===== config.mk =====
export PLATFORM = sky130hd
export DESIGN_NAME = pbe_mul
export DESIGN_NICKNAME = d
export VERILOG_FILES = /design/src/hw/rtl/pbe_pkg.sv /design/src/hw/rtl/pbe_mul.sv
export SDC_FILE = /design/constraint.sdc
export NUM_CORES = 2
export LEC_CHECK = 0
export ABC_AREA = 1
export BUFFER_PORTS_ARGS = -buffer_cell sky130_fd_sc_hd__buf_4
export CORE_MARGIN = 10
export CORE_UTILIZATION = 67
export CTS_CLUSTER_SIZE = 24
export DETAILED_ROUTE_END_ITERATION = 10
export GPL_ROUTABILITY_DRIVEN = 0
export PLACE_DENSITY_LB_ADDON = 0.08
export SYNTH_ARGS = -nofsm -noshare
export SYNTH_HDL_FRONTEND = slang
export SYNTH_SLANG_ARGS = --single-unit

===== constraint.sdc =====
create_clock -name aclk -period 18 [get_ports aclk]
set_input_delay 3.6 -clock aclk [delete_from_list [all_inputs] [get_ports aclk]]
set_output_delay 3.6 -clock aclk [all_outputs]
set_load 0.005 [all_outputs]

===== src/hw/rtl/pbe_pkg.sv =====
// Package for the planar body Euler step unit.
// Holds shared widths, fixed-point constants, codes and control types.
// Used by pbe_mul, pbe_csu and planar_body_euler_step_unit.
package pbe_pkg;

    localparam int MUL_W     = 48;
    localparam int PROD_W    = 96;
    localparam int PROD_OUT_W = 64;
    localparam int MAG_W     = 47;
    localparam int CSU_SRC_W = 66;
    localparam int CSU_DVS_W = 42;
    localparam int CSU_CNT_W = 7;

    localparam logic [MAG_W-1:0] MAG_CAP = '1;
    localparam logic [19:0]      GRAV_Q  = 20'd642908;
    localparam logic [15:0]      DRAG_Q  = 16'd37733;
    localparam logic [9:0]       DT_DIV  = 10'd1000;

    // Multiplying a value below 2^32 by DT_RECIP and shifting right by DT_RECIP_SH
    // gives the exact floor of the value divided by 1000.
    localparam logic [28:0]      DT_RECIP    = 29'h1062_4DD3;
    localparam int               DT_RECIP_SH = 38;

    localparam logic [CSU_CNT_W-1:0] ROOT_STEPS = 7'd32;
    localparam logic [CSU_CNT_W-1:0] UDIV_STEPS = 7'd48;
    localparam logic [CSU_CNT_W-1:0] FDIV_STEPS = 7'd65;

    typedef enum logic [1:0] {
        OP_STEP     = 2'd0,
        OP_LOAD_POS = 2'd1,
        OP_LOAD_VEL = 2'd2,
        OP_NONE     = 2'd3
    } op_t;

    typedef enum logic [1:0] {
        REG_MASS     = 2'd0,
        REG_FRICTION = 2'd1,
        REG_RADIUS   = 2'd2,
        REG_HEIGHT   = 2'd3
    } reg_idx_t;

    typedef enum logic {
        CSU_DIV  = 1'b0,
        CSU_SQRT = 1'b1
    } csu_mode_t;

    typedef struct packed {
        logic                 start;
        csu_mode_t            mode;
        logic [CSU_CNT_W-1:0] count;
    } csu_req_t;

    typedef enum logic [3:0] {
        ST_IDLE,
        ST_DEN,
        ST_SQ0,
        ST_SQ1,
        ST_ROOT,
        ST_FM1,
        ST_FM2,
        ST_AR1,
        ST_AR2,
        ST_DK,
        ST_UDIV,
        ST_FRIC,
        ST_DRAG,
        ST_FDIV,
        ST_PDIV,
        ST_OUT
    } state_t;

endpackage


===== src/hw/rtl/pbe_mul.sv =====
// Iterative 48 x 48 multiplier, one 48 x 16 partial product per cycle.
// Gives the low 64 product bits and the fixed-point product (shifted right by 16) saturated to unsigned Q31.16.
// Depends on pbe_pkg.
module pbe_mul (
    input  logic                           aclk,
    input  logic                           aresetn,
    input  logic                           start,
    input  logic [pbe_pkg::MUL_W-1:0]      a,
    input  logic [pbe_pkg::MUL_W-1:0]      b,
    output logic                           done,
    output logic [pbe_pkg::PROD_OUT_W-1:0] prod,
    output logic [pbe_pkg::MAG_W-1:0]      sat_prod
);
    import pbe_pkg::*;

    logic [MUL_W-1:0]  a_reg, a_next;
    logic [MUL_W-1:0]  b_reg, b_next;
    logic [63:0]       pp_reg, pp_next;
    logic [PROD_W-1:0] acc_reg, acc_next;
    logic [1:0]        step_reg, step_next;
    logic              busy_reg, busy_next;
    logic              done_reg, done_next;
    logic [15:0]       chunk;
    logic [PROD_W-1:0] pp_shifted;

    always_ff @(posedge aclk) begin
        if (!aresetn) begin
            busy_reg <= 1'b0;
            done_reg <= 1'b0;
            step_reg <= 2'd0;
        end else begin
            busy_reg <= busy_next;
            done_reg <= done_next;
            step_reg <= step_next;
        end
        a_reg   <= a_next;
        b_reg   <= b_next;
        pp_reg  <= pp_next;
        acc_reg <= acc_next;
    end

    always_comb begin
        case (step_reg)
            2'd0:    chunk = b_reg[15:0];
            2'd1:    chunk = b_reg[31:16];
            2'd2:    chunk = b_reg[47:32];
            default: chunk = 16'd0;
        endcase
        case (step_reg)
            2'd1:    pp_shifted = {32'd0, pp_reg};
            2'd2:    pp_shifted = {16'd0, pp_reg, 16'd0};
            2'd3:    pp_shifted = {pp_reg, 32'd0};
            default: pp_shifted = '0;
        endcase

        a_next    = a_reg;
        b_next    = b_reg;
        pp_next   = pp_reg;
        acc_next  = acc_reg;
        step_next = step_reg;
        busy_next = busy_reg;
        done_next = 1'b0;

        if (start) begin
            a_next    = a;
            b_next    = b;
            acc_next  = '0;
            step_next = 2'd0;
            busy_next = 1'b1;
        end else if (busy_reg) begin
            pp_next   = 64'(a_reg) * 64'(chunk);
            acc_next  = acc_reg + pp_shifted;
            step_next = step_reg + 2'd1;
            if (step_reg == 2'd3) begin
                busy_next = 1'b0;
                done_next = 1'b1;
            end
        end
    end

    assign done     = done_reg;
    assign prod     = acc_reg[PROD_OUT_W-1:0];
    assign sat_prod = (|acc_reg[PROD_W-1:63]) ? MAG_CAP : acc_reg[62:16];

endmodule


==> run summary <==
status - complete, no violations
min Tclk post-route - 8.40 ns
Clock Pin Slew Worst Setup and Hold Paths - 0.06 ns
Root Buffer - clkbuf_16
initial drt markers - 4416
Skew-Pair Late Insertion Delay - 0.62 ns
Avg Inst Size Synth - 6.86 µm²
CTS Buffer Depth - 3
remaining routing DRC violations - 0
routed length per instance - 19.6 µm
CP max FO - 40
yosys warns - 0
CTS tree - yes
H-tree levels - 2
FF+latch count, synth - 260
CP Launch Type - flop
RSZ-0062 raised after global routing - no
drt total wl - 149 mm
DR WL met2 - 67.6 mm
placement row count - 95
Routed Antenna Nets - 0
fin cells - 7593
Layout fillers - 5725
vias in the first global route - 42955
largest net degree at the start of global routing - 84
Area Overhead vs Synth - 6.06%
Synth Area in Compound Gates - 5.09%
cts hold-fix bufs - 0
Ports - 211
First-pass DRT Iterations - 7
Core Box Area - 67400 µm²
Fin. Hold Viols - 0
full die area - 79100 µm²
multiplexer area fraction after synthesis - 0%
Via density - 5.66
# diodes - 0
max frequency - 0.119 GHz
max reg flops - 96
die width - 281 µm
fin util - 72.0%
Primary FF master, synth - edfxtp_1
first-pass GRT wire length - 233 mm
final cycle utilization of the critical path - 46.6%
setup TNS - 0 ns
TritonCTS Sinks - 260
NumNets Final - 7670
Net Count, Synth - 7648
I/O Buffers - 210
total CTS buffers - 36
total global-route track usage - 38.3%
M1 WL - 52.1 mm
CP endpoint kind - flop
CP arrival - 8.76 ns
Mapped Area - 45700 µm²
Final Skew - 0.0175 ns
post-synth top area share - 28.1%
top sig layer - met5
post-synthesis async set-or-reset flop share - 0%
Die H - 281 µm
post-CTS resize count - 0
Setup Fix Bufs, Post-CTS - 0
initial antenna violation count - 1
Synth Area in Adders - 34.6%
EDFF count, synth - 160
Worst Path Required - 18.36 ns
Cells after DPL - 7528
post-synthesis simple-gate area fraction - 27.4%
worst rel slew slack - 20.0%
Max Cap Viol - 0
top post-synthesis cells by area - fa_1 (28%), nand2_1 (17%), inv_1 (13%)
largest family of logic cells by synthesized area - adder cells
Hold Path Class - flop to flop
cell taking the most area after synthesis - fa_1
Starting Density - 67.9%
DR vias - 42958
actual slew at the worst max-slew pin - 1.20 ns
post-synthesis xor/xnor area fraction - 1.72%
sequential-to-total area share from yosys stat - 14.9%
Cell variety after synth - 47
final slew viol count - 0
share of cells above drive strength 1 - 7.11%
WL met3 - 16.6 mm
count of final setup violators - 0
Syn Inst Count - 6671
DPL Wire Length - 119 mm
Setup CP Type - flop to flop
GRT overflow - 0
==> cell families after synthesis <==
| logic type | after synthesis |
|---|---|
| DFF | 260 |
| adders and majority gates | 878 |
| buffers and inverters | 1910 |
| and+or+nand+nor | 3103 |
| AOI/OAI and AO/OA | 430 |
| xor gates and xnor gates | 90 |
==> stage by stage <==
step	cell area [µm²]	worst slack (ns)	hold WS, ns
5_1_grt	48500	9.27	0.534
2_1_floorplan	45700	10.79	0.475
3_3_place_gp	47400	9.99	0.500
4_1_cts	48500	9.84	0.518
3_5_place_dp	47400	9.87	0.511
6_report	48500	9.60	0.525
==> Yosys cell counts (all sizes together) (26+ instances only) <==
master and n:
xnor2 26, a21oi 222, xor2 64, edfxtp 160, nand2 2087, nor3 29
o21bai 28, inv 1653, nor2 724, fa 643, ha 235, clkbuf 120
o21ai 143, nand4 34, dfxtp 100, nand3 204, buf 127
==> cells in the final DEF, fill, tap and decap left out, types with 64 or more instances in the layout <==
cell type     n
dfxtp_1      99
ha_1        233
nand2_1    2057
nor2_1      647
buf_4       231
o21ai_0     125
a21oi_1     220
xor2_1       64
edfxtp_1    160
fa_1        643
nand3_1     184
inv_1      1608
nor2_2       70
==> layer usage <==
| layer | vias up | global-route usage, % |
|---|---|---|
| li1 | 19457 | - |
| met1 | 20082 | 45.3 |
| met2 | 2714 | 62.3 |
| met3 | 703 | 7.70 |
| met4 | 2 | 26.6 |
| met5 | - | 0 |
==> final timing paths <==
kind	from	endpoint	slack, ns	cells past startpoint
worst max-delay path	step_reg[0]	pp_reg[62]	9.60	25
worst min-delay path	step_reg[0]	step_reg[0]	0.53	2
worst max register to register	step_reg[0]	pp_reg[62]	9.60	25
worst min register to register	step_reg[0]	step_reg[0]	0.53	2
==> critical path, stage by stage, from the launching register on <==
cell,delay [ns]
dfxtp_1,0.39
ha_1,0.90
inv_2,0.38
nand2_1,0.66
inv_1,0.11
buf_4,0.32
nand2_1,0.16
fa_1,0.45
fa_1,0.51
fa_1,0.52
inv_1,0.06
fa_1,0.54
fa_1,0.50
inv_1,0.05
fa_1,0.47
inv_1,0.04
ha_1,0.35
nand2_1,0.16
nor2_1,0.28
nand4_1,0.29
o211ai_2,0.30
nand3_1,0.13
nand2_1,0.21
nand3_1,0.17
nand3_1,0.12
nand2_1,0.06
==> area by class of cell <==
| class | count | area (µm²) | share of cell area (%) |
|---|---|---|---|
| well taps | 873 | 1090 | 2.25 |
| clock inverters | 21 | 218 | 0.449 |
| multi-input cells | 4501 | 31500 | 64.9 |
| clock buffers | 44 | 941 | 1.94 |
| repair buffers | 232 | 1750 | 3.60 |
| flip-flops and latches | 260 | 6810 | 14.0 |
| inverters | 1662 | 6240 | 12.9 |
Power is not shown: default switching activity piles up to over one toggle a cycle in this logic, so the estimate is an artifact.
