`config.mk`:
```
export PLATFORM = sky130hd
export DESIGN_NAME = pbe_csu
export DESIGN_NICKNAME = d
export VERILOG_FILES = /design/src/hw/rtl/pbe_pkg.sv /design/src/hw/rtl/pbe_csu.sv
export SDC_FILE = /design/constraint.sdc
export NUM_CORES = 1
export LEC_CHECK = 0
export BUFFER_PORTS_ARGS = -buffer_cell sky130_fd_sc_hd__buf_4
export CAP_MARGIN = 20
export CORE_AREA = 2 2 107 212
export CTS_CLUSTER_SIZE = 28
export DETAILED_ROUTE_END_ITERATION = 16
export DIE_AREA = 0 0 109 214
export PLACE_DENSITY = 0.92
export SETUP_SLACK_MARGIN = 0.15
export SYNTH_ARGS = -nofsm -noshare
export SYNTH_HDL_FRONTEND = slang
export SYNTH_SLANG_ARGS = --single-unit
```
`constraint.sdc`:
```
create_clock -name aclk -period 5.45 [get_ports aclk]
set_input_delay 0.545 -clock aclk [delete_from_list [all_inputs] [get_ports aclk]]
set_output_delay 0.545 -clock aclk [all_outputs]
set_load 0.05 [all_outputs]
```
`src/hw/rtl/pbe_pkg.sv`:
```
// Package for the planar body Euler step unit.
// Holds shared widths, fixed-point constants, codes and control types.
// Used by pbe_mul, pbe_csu and planar_body_euler_step_unit.
package pbe_pkg;

    localparam int MUL_W     = 48;
    localparam int PROD_W    = 96;
    localparam int PROD_OUT_W = 64;
    localparam int MAG_W     = 47;
    localparam int CSU_SRC_W = 66;
    localparam int CSU_DVS_W = 42;
    localparam int CSU_CNT_W = 7;

    localparam logic [MAG_W-1:0] MAG_CAP = '1;
    localparam logic [19:0]      GRAV_Q  = 20'd642908;
    localparam logic [15:0]      DRAG_Q  = 16'd37733;
    localparam logic [9:0]       DT_DIV  = 10'd1000;

    // Multiplying a value below 2^32 by DT_RECIP and shifting right by DT_RECIP_SH
    // gives the exact floor of the value divided by 1000.
    localparam logic [28:0]      DT_RECIP    = 29'h1062_4DD3;
    localparam int               DT_RECIP_SH = 38;

    localparam logic [CSU_CNT_W-1:0] ROOT_STEPS = 7'd32;
    localparam logic [CSU_CNT_W-1:0] UDIV_STEPS = 7'd48;
    localparam logic [CSU_CNT_W-1:0] FDIV_STEPS = 7'd65;

    typedef enum logic [1:0] {
        OP_STEP     = 2'd0,
        OP_LOAD_POS = 2'd1,
        OP_LOAD_VEL = 2'd2,
        OP_NONE     = 2'd3
    } op_t;

    typedef enum logic [1:0] {
        REG_MASS     = 2'd0,
        REG_FRICTION = 2'd1,
        REG_RADIUS   = 2'd2,
        REG_HEIGHT   = 2'd3
    } reg_idx_t;

    typedef enum logic {
        CSU_DIV  = 1'b0,
        CSU_SQRT = 1'b1
    } csu_mode_t;

    typedef struct packed {
        logic                 start;
        csu_mode_t            mode;
        logic [CSU_CNT_W-1:0] count;
    } csu_req_t;

    typedef enum logic [3:0] {
        ST_IDLE,
        ST_DEN,
        ST_SQ0,
        ST_SQ1,
        ST_ROOT,
        ST_FM1,
        ST_FM2,
        ST_AR1,
        ST_AR2,
        ST_DK,
        ST_UDIV,
        ST_FRIC,
        ST_DRAG,
        ST_FDIV,
        ST_PDIV,
        ST_OUT
    } state_t;

endpackage

```
`src/hw/rtl/pbe_csu.sv`:
```
// Shared compare-subtract unit: restoring division at one quotient bit per
// cycle, or integer square root at one root bit per cycle.
// Depends on pbe_pkg.
module pbe_csu (
    input  logic                          aclk,
    input  logic                          aresetn,
    input  pbe_pkg::csu_req_t             req,
    input  logic [pbe_pkg::CSU_SRC_W-1:0] src,
    input  logic [pbe_pkg::CSU_DVS_W-1:0] dvs,
    output logic                          done,
    output logic [pbe_pkg::CSU_SRC_W-1:0] quot
);
    import pbe_pkg::*;

    logic [CSU_SRC_W-1:0] src_reg, src_next;
    logic [CSU_SRC_W-1:0] q_reg, q_next;
    logic [CSU_DVS_W-1:0] dvs_reg, dvs_next;
    logic [CSU_DVS_W-1:0] rem_reg, rem_next;
    logic [CSU_CNT_W-1:0] cnt_reg, cnt_next;
    csu_mode_t            mode_reg, mode_next;
    logic                 busy_reg, busy_next;
    logic                 done_reg, done_next;
    logic [CSU_DVS_W:0]   shifted;
    logic [CSU_DVS_W:0]   trial;
    logic [CSU_DVS_W+1:0] diff;
    logic                 ge;

    always_ff @(posedge aclk) begin
        if (!aresetn) begin
            busy_reg <= 1'b0;
            done_reg <= 1'b0;
            cnt_reg  <= '0;
        end else begin
            busy_reg <= busy_next;
            done_reg <= done_next;
            cnt_reg  <= cnt_next;
        end
        src_reg  <= src_next;
        q_reg    <= q_next;
        dvs_reg  <= dvs_next;
        rem_reg  <= rem_next;
        mode_reg <= mode_next;
    end

    always_comb begin
        if (mode_reg == CSU_SQRT) begin
            shifted = {rem_reg[CSU_DVS_W-2:0], src_reg[CSU_SRC_W-1 -: 2]};
            trial   = {9'd0, q_reg[31:0], 2'b01};
        end else begin
            shifted = {rem_reg, src_reg[CSU_SRC_W-1]};
            trial   = {1'b0, dvs_reg};
        end
        diff = {1'b0, shifted} - {1'b0, trial};
        ge   = ~diff[CSU_DVS_W+1];

        src_next  = src_reg;
        q_next    = q_reg;
        dvs_next  = dvs_reg;
        rem_next  = rem_reg;
        mode_next = mode_reg;
        cnt_next  = cnt_reg;
        busy_next = busy_reg;
        done_next = 1'b0;

        if (req.start) begin
            src_next  = src;
            dvs_next  = dvs;
            mode_next = req.mode;
            cnt_next  = req.count;
            q_next    = '0;
            rem_next  = '0;
            busy_next = 1'b1;
        end else if (busy_reg) begin
            rem_next = ge ? diff[CSU_DVS_W-1:0] : shifted[CSU_DVS_W-1:0];
            q_next   = {q_reg[CSU_SRC_W-2:0], ge};
            src_next = (mode_reg == CSU_SQRT) ? {src_reg[CSU_SRC_W-3:0], 2'b00}
                                              : {src_reg[CSU_SRC_W-2:0], 1'b0};
            cnt_next = cnt_reg - 1'b1;
            if (cnt_reg == 7'd1) begin
                busy_next = 1'b0;
                done_next = 1'b1;
            end
        end
    end

    assign done = done_reg;
    assign quot = q_reg;

endmodule

```
==> results of run 1 <==
==> layout by cell type (no fill, tap or decap), drive strengths merged, types with 3 or more instances in the layout <==
cell / netlist / routed
buf: 23 / 194
mux2i: 190 / 190
nor2: 144 / 144
dfxtp: 117 / 117
edfxtp: 109 / 109
nand2: 102 / 102
o21ai: 100 / 100
a21oi: 54 / 54
ha: 44 / 44
mux2: 39 / 39
a211oi: 30 / 30
a21o: 30 / 30
clkbuf: 51 / 28
xnor2: 24 / 24
nand2b: 21 / 21
xor2: 17 / 17
inv: 11 / 13
a31oi: 10 / 10
nand4: 9 / 9
nand3: 9 / 9
nor2b: 8 / 8
nor3: 8 / 8
clkinv: 1 / 8
o21a: 6 / 6
and3: 4 / 4
a311oi: 4 / 4
nor3b: 4 / 4
a211o: 3 / 3
a221o: 3 / 3
o31ai: 3 / 3
==> metal layers <==
layer / up-vias / GRT usage, %
li1: 4709 / -
met1: 4610 / 25.7
met2: 297 / 45.5
met3: 92 / 3.53
met4: 0 / 12.6
met5: - / 0
==> metrics by stage <==
stage | std cells | cell area, µm²
after global placement | 1609 | 13900
after CTS | 1647 | 14600
after detailed placement | 1609 | 13900
after floorplan | 1215 | 12400
after global routing | 1647 | 14600
final | 1647 | 14600
==> power groups by stage <==
stage | clock network (W) | registers, W | logic [W]
after global placement | 0 | 0.00207 | 0.00171
after floorplan | 0 | 0.00204 | 0.00143
final | 0.00150 | 0.00204 | 0.00178
after CTS | 0.00153 | 0.00204 | 0.00176
after detailed placement | 0 | 0.00208 | 0.00174
after global routing | 0.00159 | 0.00206 | 0.00194
==> area by class of cell <==
class / count / area [µm²]
fill: 1654 / 6980
multi-input combinational: 903 / 6430
sequential: 226 / 5620
timing repair buffer: 195 / 1480
clock buffer: 27 / 579
tap: 273 / 342
clock inverter: 11 / 110
inverter: 12 / 45.0
==> worst max path at each step <==
stage	start	endpoint	slack, ps	depth (start not counted)
2_1_floorplan	mode_reg	rem_reg[36]	1150	17
3_3_place_gp	mode_reg	rem_reg[0]	1210	14
3_5_place_dp	mode_reg	rem_reg[5]	1100	14
4_1_cts	mode_reg	rem_reg[5]	990	14
5_1_grt	mode_reg	rem_reg[5]	580	14
6_report	mode_reg	rem_reg[5]	960	13
==> Yosys cell counts, drive strengths merged (3+ instances only) <==
master    n
a211o     3
a211oi   30
a21o     30
a21oi    54
a221o     3
a311oi    4
a31oi    10
and3      4
buf      23
clkbuf   51
dfxtp   117
edfxtp  109
ha       44
inv      11
mux2     39
mux2i   190
nand2   102
nand2b   21
nand3     9
nand4     9
nor2    144
nor2b     8
nor3      8
nor3b     4
o21a      6
o21ai   100
o31ai     3
xnor2    24
xor2     17
==> logic make-up (layout without fill, tap and decap cells) <==
| logic type | Yosys count | in the layout | synth area share [%] |
|---|---|---|---|
| AOI/OAI and AO/OA | 269 | 269 | 14.3 |
| xor gates and xnor gates | 41 | 41 | 2.89 |
| adders and majority gates | 45 | 45 | 4.59 |
| buffers and inverters | 86 | 245 | 3.05 |
| DFF | 226 | 226 | 45.2 |
| muxes | 229 | 229 | 18.8 |
| and+or+nand+nor | 319 | 319 | 11.1 |
==> worst max-delay path: stages (launching register included) <==
cell and delay [ps]:
edfxtp_1 390, buf_4 380, mux2_2 400, ha_1 390
and3_1 270, nand4_1 140, a31oi_2 220, nor2_2 100
o21ai_4 250, a21oi_2 100, o311ai_4 650, buf_4 540
mux2i_1 310, a211oi_1 120
==> metrics.md, run 1 <==
| Metric | Value |
|---|---|
| Sequential Power Share | between 30% and 40% |
| Switch share | between 30% and 40% |
| Initial core utilization | between 50 and 60% |
| Initial antenna violation count | 0 |
| Routed length on met3 | roughly 1300 µm |
| DRT Pass-1 Iters | 5 |
| Final slew viol count | 0 |
| Core area | around 0.022 mm² |
| DR WL met2 | approximately 16000 µm |
| Synthesis-to-finish area growth | 17.6% |
| CTS root buf | clkbuf_16 |
| Port-buffer cells | between 150 and 200 |
| # IOs | 186 |
| Ratio of cells with drive above 1 in the final layout | a little over a fifth |
| Post-synth EDFFs | roughly 110 |
| Core Util, Final | roughly two thirds |
| Worst hold path type | input pin to flip-flop |
| Die Y | around 210 µm |
| Relative slew slack | around a third |
| Clock power frac | between 20% and 30% |
| Die Wd | approximately 110 µm |
| Synth area leaders | edfxtp_1 26%, dfxtp_1 19%, mux2i_1 15% |
| Post-route minimum period | about 4500 ps |
| DR WL/cell | about 18 µm |
| Final setup violation count | 0 |
| Crit-path max FO | 34 |
| Fmax | 223 MHz |
| Final Hold Slack | ~200 ps |
| Fin nets | ~1500 |
| Critical Path End Type | flip-flop |
| Logic pwr share | 33.4% |
| Net Count, Synth | ~1400 |
| Post-place setup slack | between 1000 and 1500 ps |
| RR Startpoint | mode_reg |
| Final Cycle Share | 82.3% |
| Pint | ~0.0036 W |
| Antenna Cells | 0 |
| Netlist cell types | 70 |
| Warnings from Yosys | 0 |
| # DRC | 0 |
| Postcts setup bufs | 0 |
| Arr. time, crit path | 4830 ps |
| First-pass GRT wire length | 46700 µm |
| Tot Pwr | roughly 0.0053 W |
| TritonCTS clock tree | yes |
| Detail Placement HPWL | 20200 µm |
| Post-synthesis register bit count | 226 |
| Worst VDD drop | approximately 0.00030 V |
| Setup TNS | 0 ps |
| Hold buffer count at CTS | 0 |
| Gpl congestion | 0.923 |
| Avg Cell Area, Syn | around 10 µm² |
| Top routing layer in use | met4 |
| Vias per cell | 5.89 |
| Reg2reg end | rem_reg[5] |
| Largest net degree at the start of global routing | 87 |
| Hold_sp | dvs[35] |
| Post-cts repair resize count | 0 |
| Max-cap violations | 0 |
| Hold EP | dvs_reg[35] |
| Worst r2r path cells | 13 |
| Post-Syn Area | between 0.01 and 0.015 mm² |
| TritonCTS buffer count | 21 |
| Vias in the first global route | 9918 |
| Setup CP Type | flip-flop to flip-flop |
| Total wire length | between 20000 and 30000 µm |
| Gr usage total | 24.5% |
| Clock transition at path regs | approximately 80 ps |
| DR vias | slightly below 10000 |
| Die area | approximately 0.023 mm² |
| # H-tree levels | 1 |
| Cells after Synth | roughly 1200 |
| Clk Latency, worst-skew pair | ~520 ps |
| DRT met1 WL | 10700 µm |
| Ys async rst share | 0% |
| ANT nets after route | 0 |
| Startpoint types | flip-flop |
| Area leader, netlist | edfxtp_1 |
| Total clock sinks | 226 |
| Final WS setup | approximately 960 ps |
| Outcome | finished, final reports clean |
| Min-Delay Path Depth | 1 |
| Clock Skews | between 15 and 20 ps |
| Slew @ Worst Pin | approximately 1000 ps |
| Grt total ovfl | 0 |
| Synth top area share | 26.3% |
| Critical Path RT | ~5800 ps |
| Initial drt markers | around 560 |
| Seq/Total Area, Yosys | 45.2% |
| R2R Setup Slk | 960 ps |
| CTS max path bufs | 3 |
| Lkg Pwr | between 6 and 7 nW |
| Pwr dens | around 360 mW/mm² |
| Hold Fails Final Rpt | 0 |
| Unrepaired setup endpoints after global routing | false |
| Main flop type after synthesis | dfxtp_1 |
| Psw | about 0.0018 W |
| FP Rows | 76 |
(Power assumes the default switching activity.)
==> run 2, diff against run 1 <==
==> constraint.sdc (replaced) <==
create_clock -name aclk -period 4.5 [get_ports aclk]
set_input_delay 0.45 -clock aclk [delete_from_list [all_inputs] [get_ports aclk]]
set_output_delay 0.45 -clock aclk [all_outputs]
set_load 0.05 [all_outputs]
==> metrics.md, run 2 (synthesized netlist as in run 1, its figures left out) <==
| Metric | Value |
|---|---|
| Critical Path RT | 4920 ps (-870 ps) |
| GR peak layer | met2 |
| Worst hold path type | input pin to flip-flop |
| Min-Delay Path Depth | 1 (unchanged) |
| Pwr dens | 446 mW/mm² (+22%) |
| Total clock sinks | 226 (unchanged) |
| Post-route minimum period | 4070 ps (-417 ps) |
| Unrepaired setup endpoints after global routing | false |
| DR WL/cell | 17.8 µm (+0.85%) |
| Final setup violation count | 0 (unchanged) |
| GR met2 Demand/Resource | 46.7% (+1.2 points) |
| Arr. time, crit path | 4490 ps (-340 ps) |
| # H-tree levels | 1 (unchanged) |
| DR vias | 9776 (+0.70%) |
| Critical Path End Type | flip-flop |
| First-pass GRT wire length | 46800 µm (+0.25%) |
| Grt total ovfl | 0 (unchanged) |
| CTS max path bufs | 3 (unchanged) |
| Crit path max-delay cell type | a211oi_1 |
| DRT Pass-1 Iters | 5 (unchanged) |
| Initial antenna violation count | 0 (unchanged) |
| Vias in the first global route | 9997 (+0.80%) |
| Gpl congestion | 0.968 (+4.9%) |
| Setup CP Type | flip-flop to flip-flop |
| Max-cap violations | 0 (unchanged) |
| Final Hold Slack | 97.4 ps (-100 ps) |
| Dpl cells | 1616 (+0.44%) |
| Relative slew slack | 28.3% (-4.7 points) |
| Worst path bufs/invs | 2 (unchanged) |
| Crit-path max FO | 36 (+5.9%) |
| Commonest cells after routing, fill and taps aside | 204 x buf_4, 190 x mux2i_1, 143 x nor2_1 |
| Max stage delay on crit path | 560 ps (-90 ps) |
| Total wire length | 29500 µm (+1.6%) |
| Core area | 0.0216 mm² (unchanged) |
| Crit path depth | 14 (+1) |
| Fmax | 246 MHz (+10%) |
| # IOs | 186 (unchanged) |
| Clk Latency, worst-skew pair | 530 ps (about the same) |
| Port-buffer cells | 185 (unchanged) |
| Initial core utilization | 57.6% (unchanged) |
| Gr usage total | 24.7% (+0.26 points) |
| Lkg Pwr | 6.36 nW (+1.3%) |
| Die Y | 214 µm (unchanged) |
| Final Cycle Share | 90.4% (+8.1 points) |
| Most common cell after layout, fill and taps aside | buf_4 |
| Worst r2r path cells | 14 (+1) |
| CTS root buf | clkbuf_16 |
| Slew @ Worst Pin | 1080 ps (+71.2 ps) |
| Vias per cell | 5.89 (about the same) |
| Synthesis-to-finish area growth | 18.8% |
| TritonCTS clock tree | yes |
| Ratio of cells with drive above 1 in the final layout | 21.8% (+0.97 points) |
| Die Wd | 109 µm (unchanged) |
| Die area | 0.0233 mm² (unchanged) |
| CP Cell Sequence | buf_12 > buf_12 > mux2_2 > ha_1 > a21o_1 > a21oi_1 > o21ai_1 > a31oi_1 > o21ai_0 > a211oi_1 > o21ai_1 > nand2_1 > nand3_1 > a311oi_1 |
| Fin cells | 1659 (+0.73%) |
| TritonCTS buffer count | 20 (-4.8%) |
| Fin nets | 1536 (+0.85%) |
| Delay-heaviest family, CP | compound AO/OA/AOI/OAI gates |
| Clock Skews | 32.2 ps (+16.0 ps) |
| Final slew viol count | 0 (unchanged) |
| Fill cells | 1619 (-2.1%) |
| Clock transition at path regs | 70 ps (about the same) |
| # DRC | 0 (unchanged) |
| Met1 Track Usage GR | 25.4% (-0.28 points) |
| Setup TNS | 0 ps (unchanged) |
| Worst VDD drop | 0.000355 V (+19%) |
| ANT nets after route | 0 (unchanged) |
| Initial drt markers | 595 (+7.0%) |
| Startpoint types | flip-flop |
| Detail Placement HPWL | 20500 µm (+1.5%) |
| Tot Pwr | 0.00658 W (+23%) |
| FP Rows | 76 (unchanged) |
| Largest net degree at the start of global routing | 146 (+68%) |
| Met3 Use GR | 2.80% (-0.73 points) |
| Antenna Cells | 0 (unchanged) |
| Hold Fails Final Rpt | 0 (unchanged) |
| Outcome | finished, final reports clean |
==> run 2: changes by cell type in the layout (fill, tap and decap cells not counted), sizes merged <==
cell	delta
inv	-1
clkinv	-4
buf	+14
clkinvlp	+3
==> run 2: worst paths after layout <==
check | from | endpoint | slack (ps)
hold / removal | dvs[4] | dvs_reg[4] | 100
setup / recovery | mode_reg | rem_reg[37] | 430
hold reg to reg | rem_reg[15] | rem_reg[15] | 500
setup reg to reg | mode_reg | rem_reg[37] | 430
==> run 2: metrics by stage <==
step                setup WS (ps)  instance area [µm²]  util (%)
floorplan                     201                12400         -
global placement              321                14000      64.9
detailed placement            266                14000      64.9
CTS                           221                14700      68.2
global route                  170                14800      68.4
finish                        432                14800      68.4
==> run 2: metal layers <==
metal	routed length, µm	part of all wire (%)
met1	10900	37
met2	16200	55
met3	1100	3.7
met4	1360	4.6
met5	0	0
==> run 2: power by group <==
part	leakage, nW	internal [W]	switching (W)
registers	2.05	0.00235	0.000108
logic	3.97	0.00103	0.00126
clock network	0.337	0.00105	0.000787
==> run 2: repair_timing <==
item | CTS | global route
resized for setup | 0 | 0
hold buffers | 0 | 0
hold endpoints to repair | 0 | 0
setup buffers | 0 | 7
setup endpoints to repair | 0 | 31
==> run 2: cell type report <==
type / count / area (µm²) / share of cell area [%]
Clock inverter: 9 / 115 / 0.780
Clock buffer: 27 / 589 / 3.99
Timing Repair Buffer: 209 / 1630 / 11.0
Sequential cell: 226 / 5620 / 38.1
Multi-Input combinational cell: 903 / 6430 / 43.6
Inverter: 12 / 45.0 / 0.305
Tap cell: 273 / 342 / 2.31
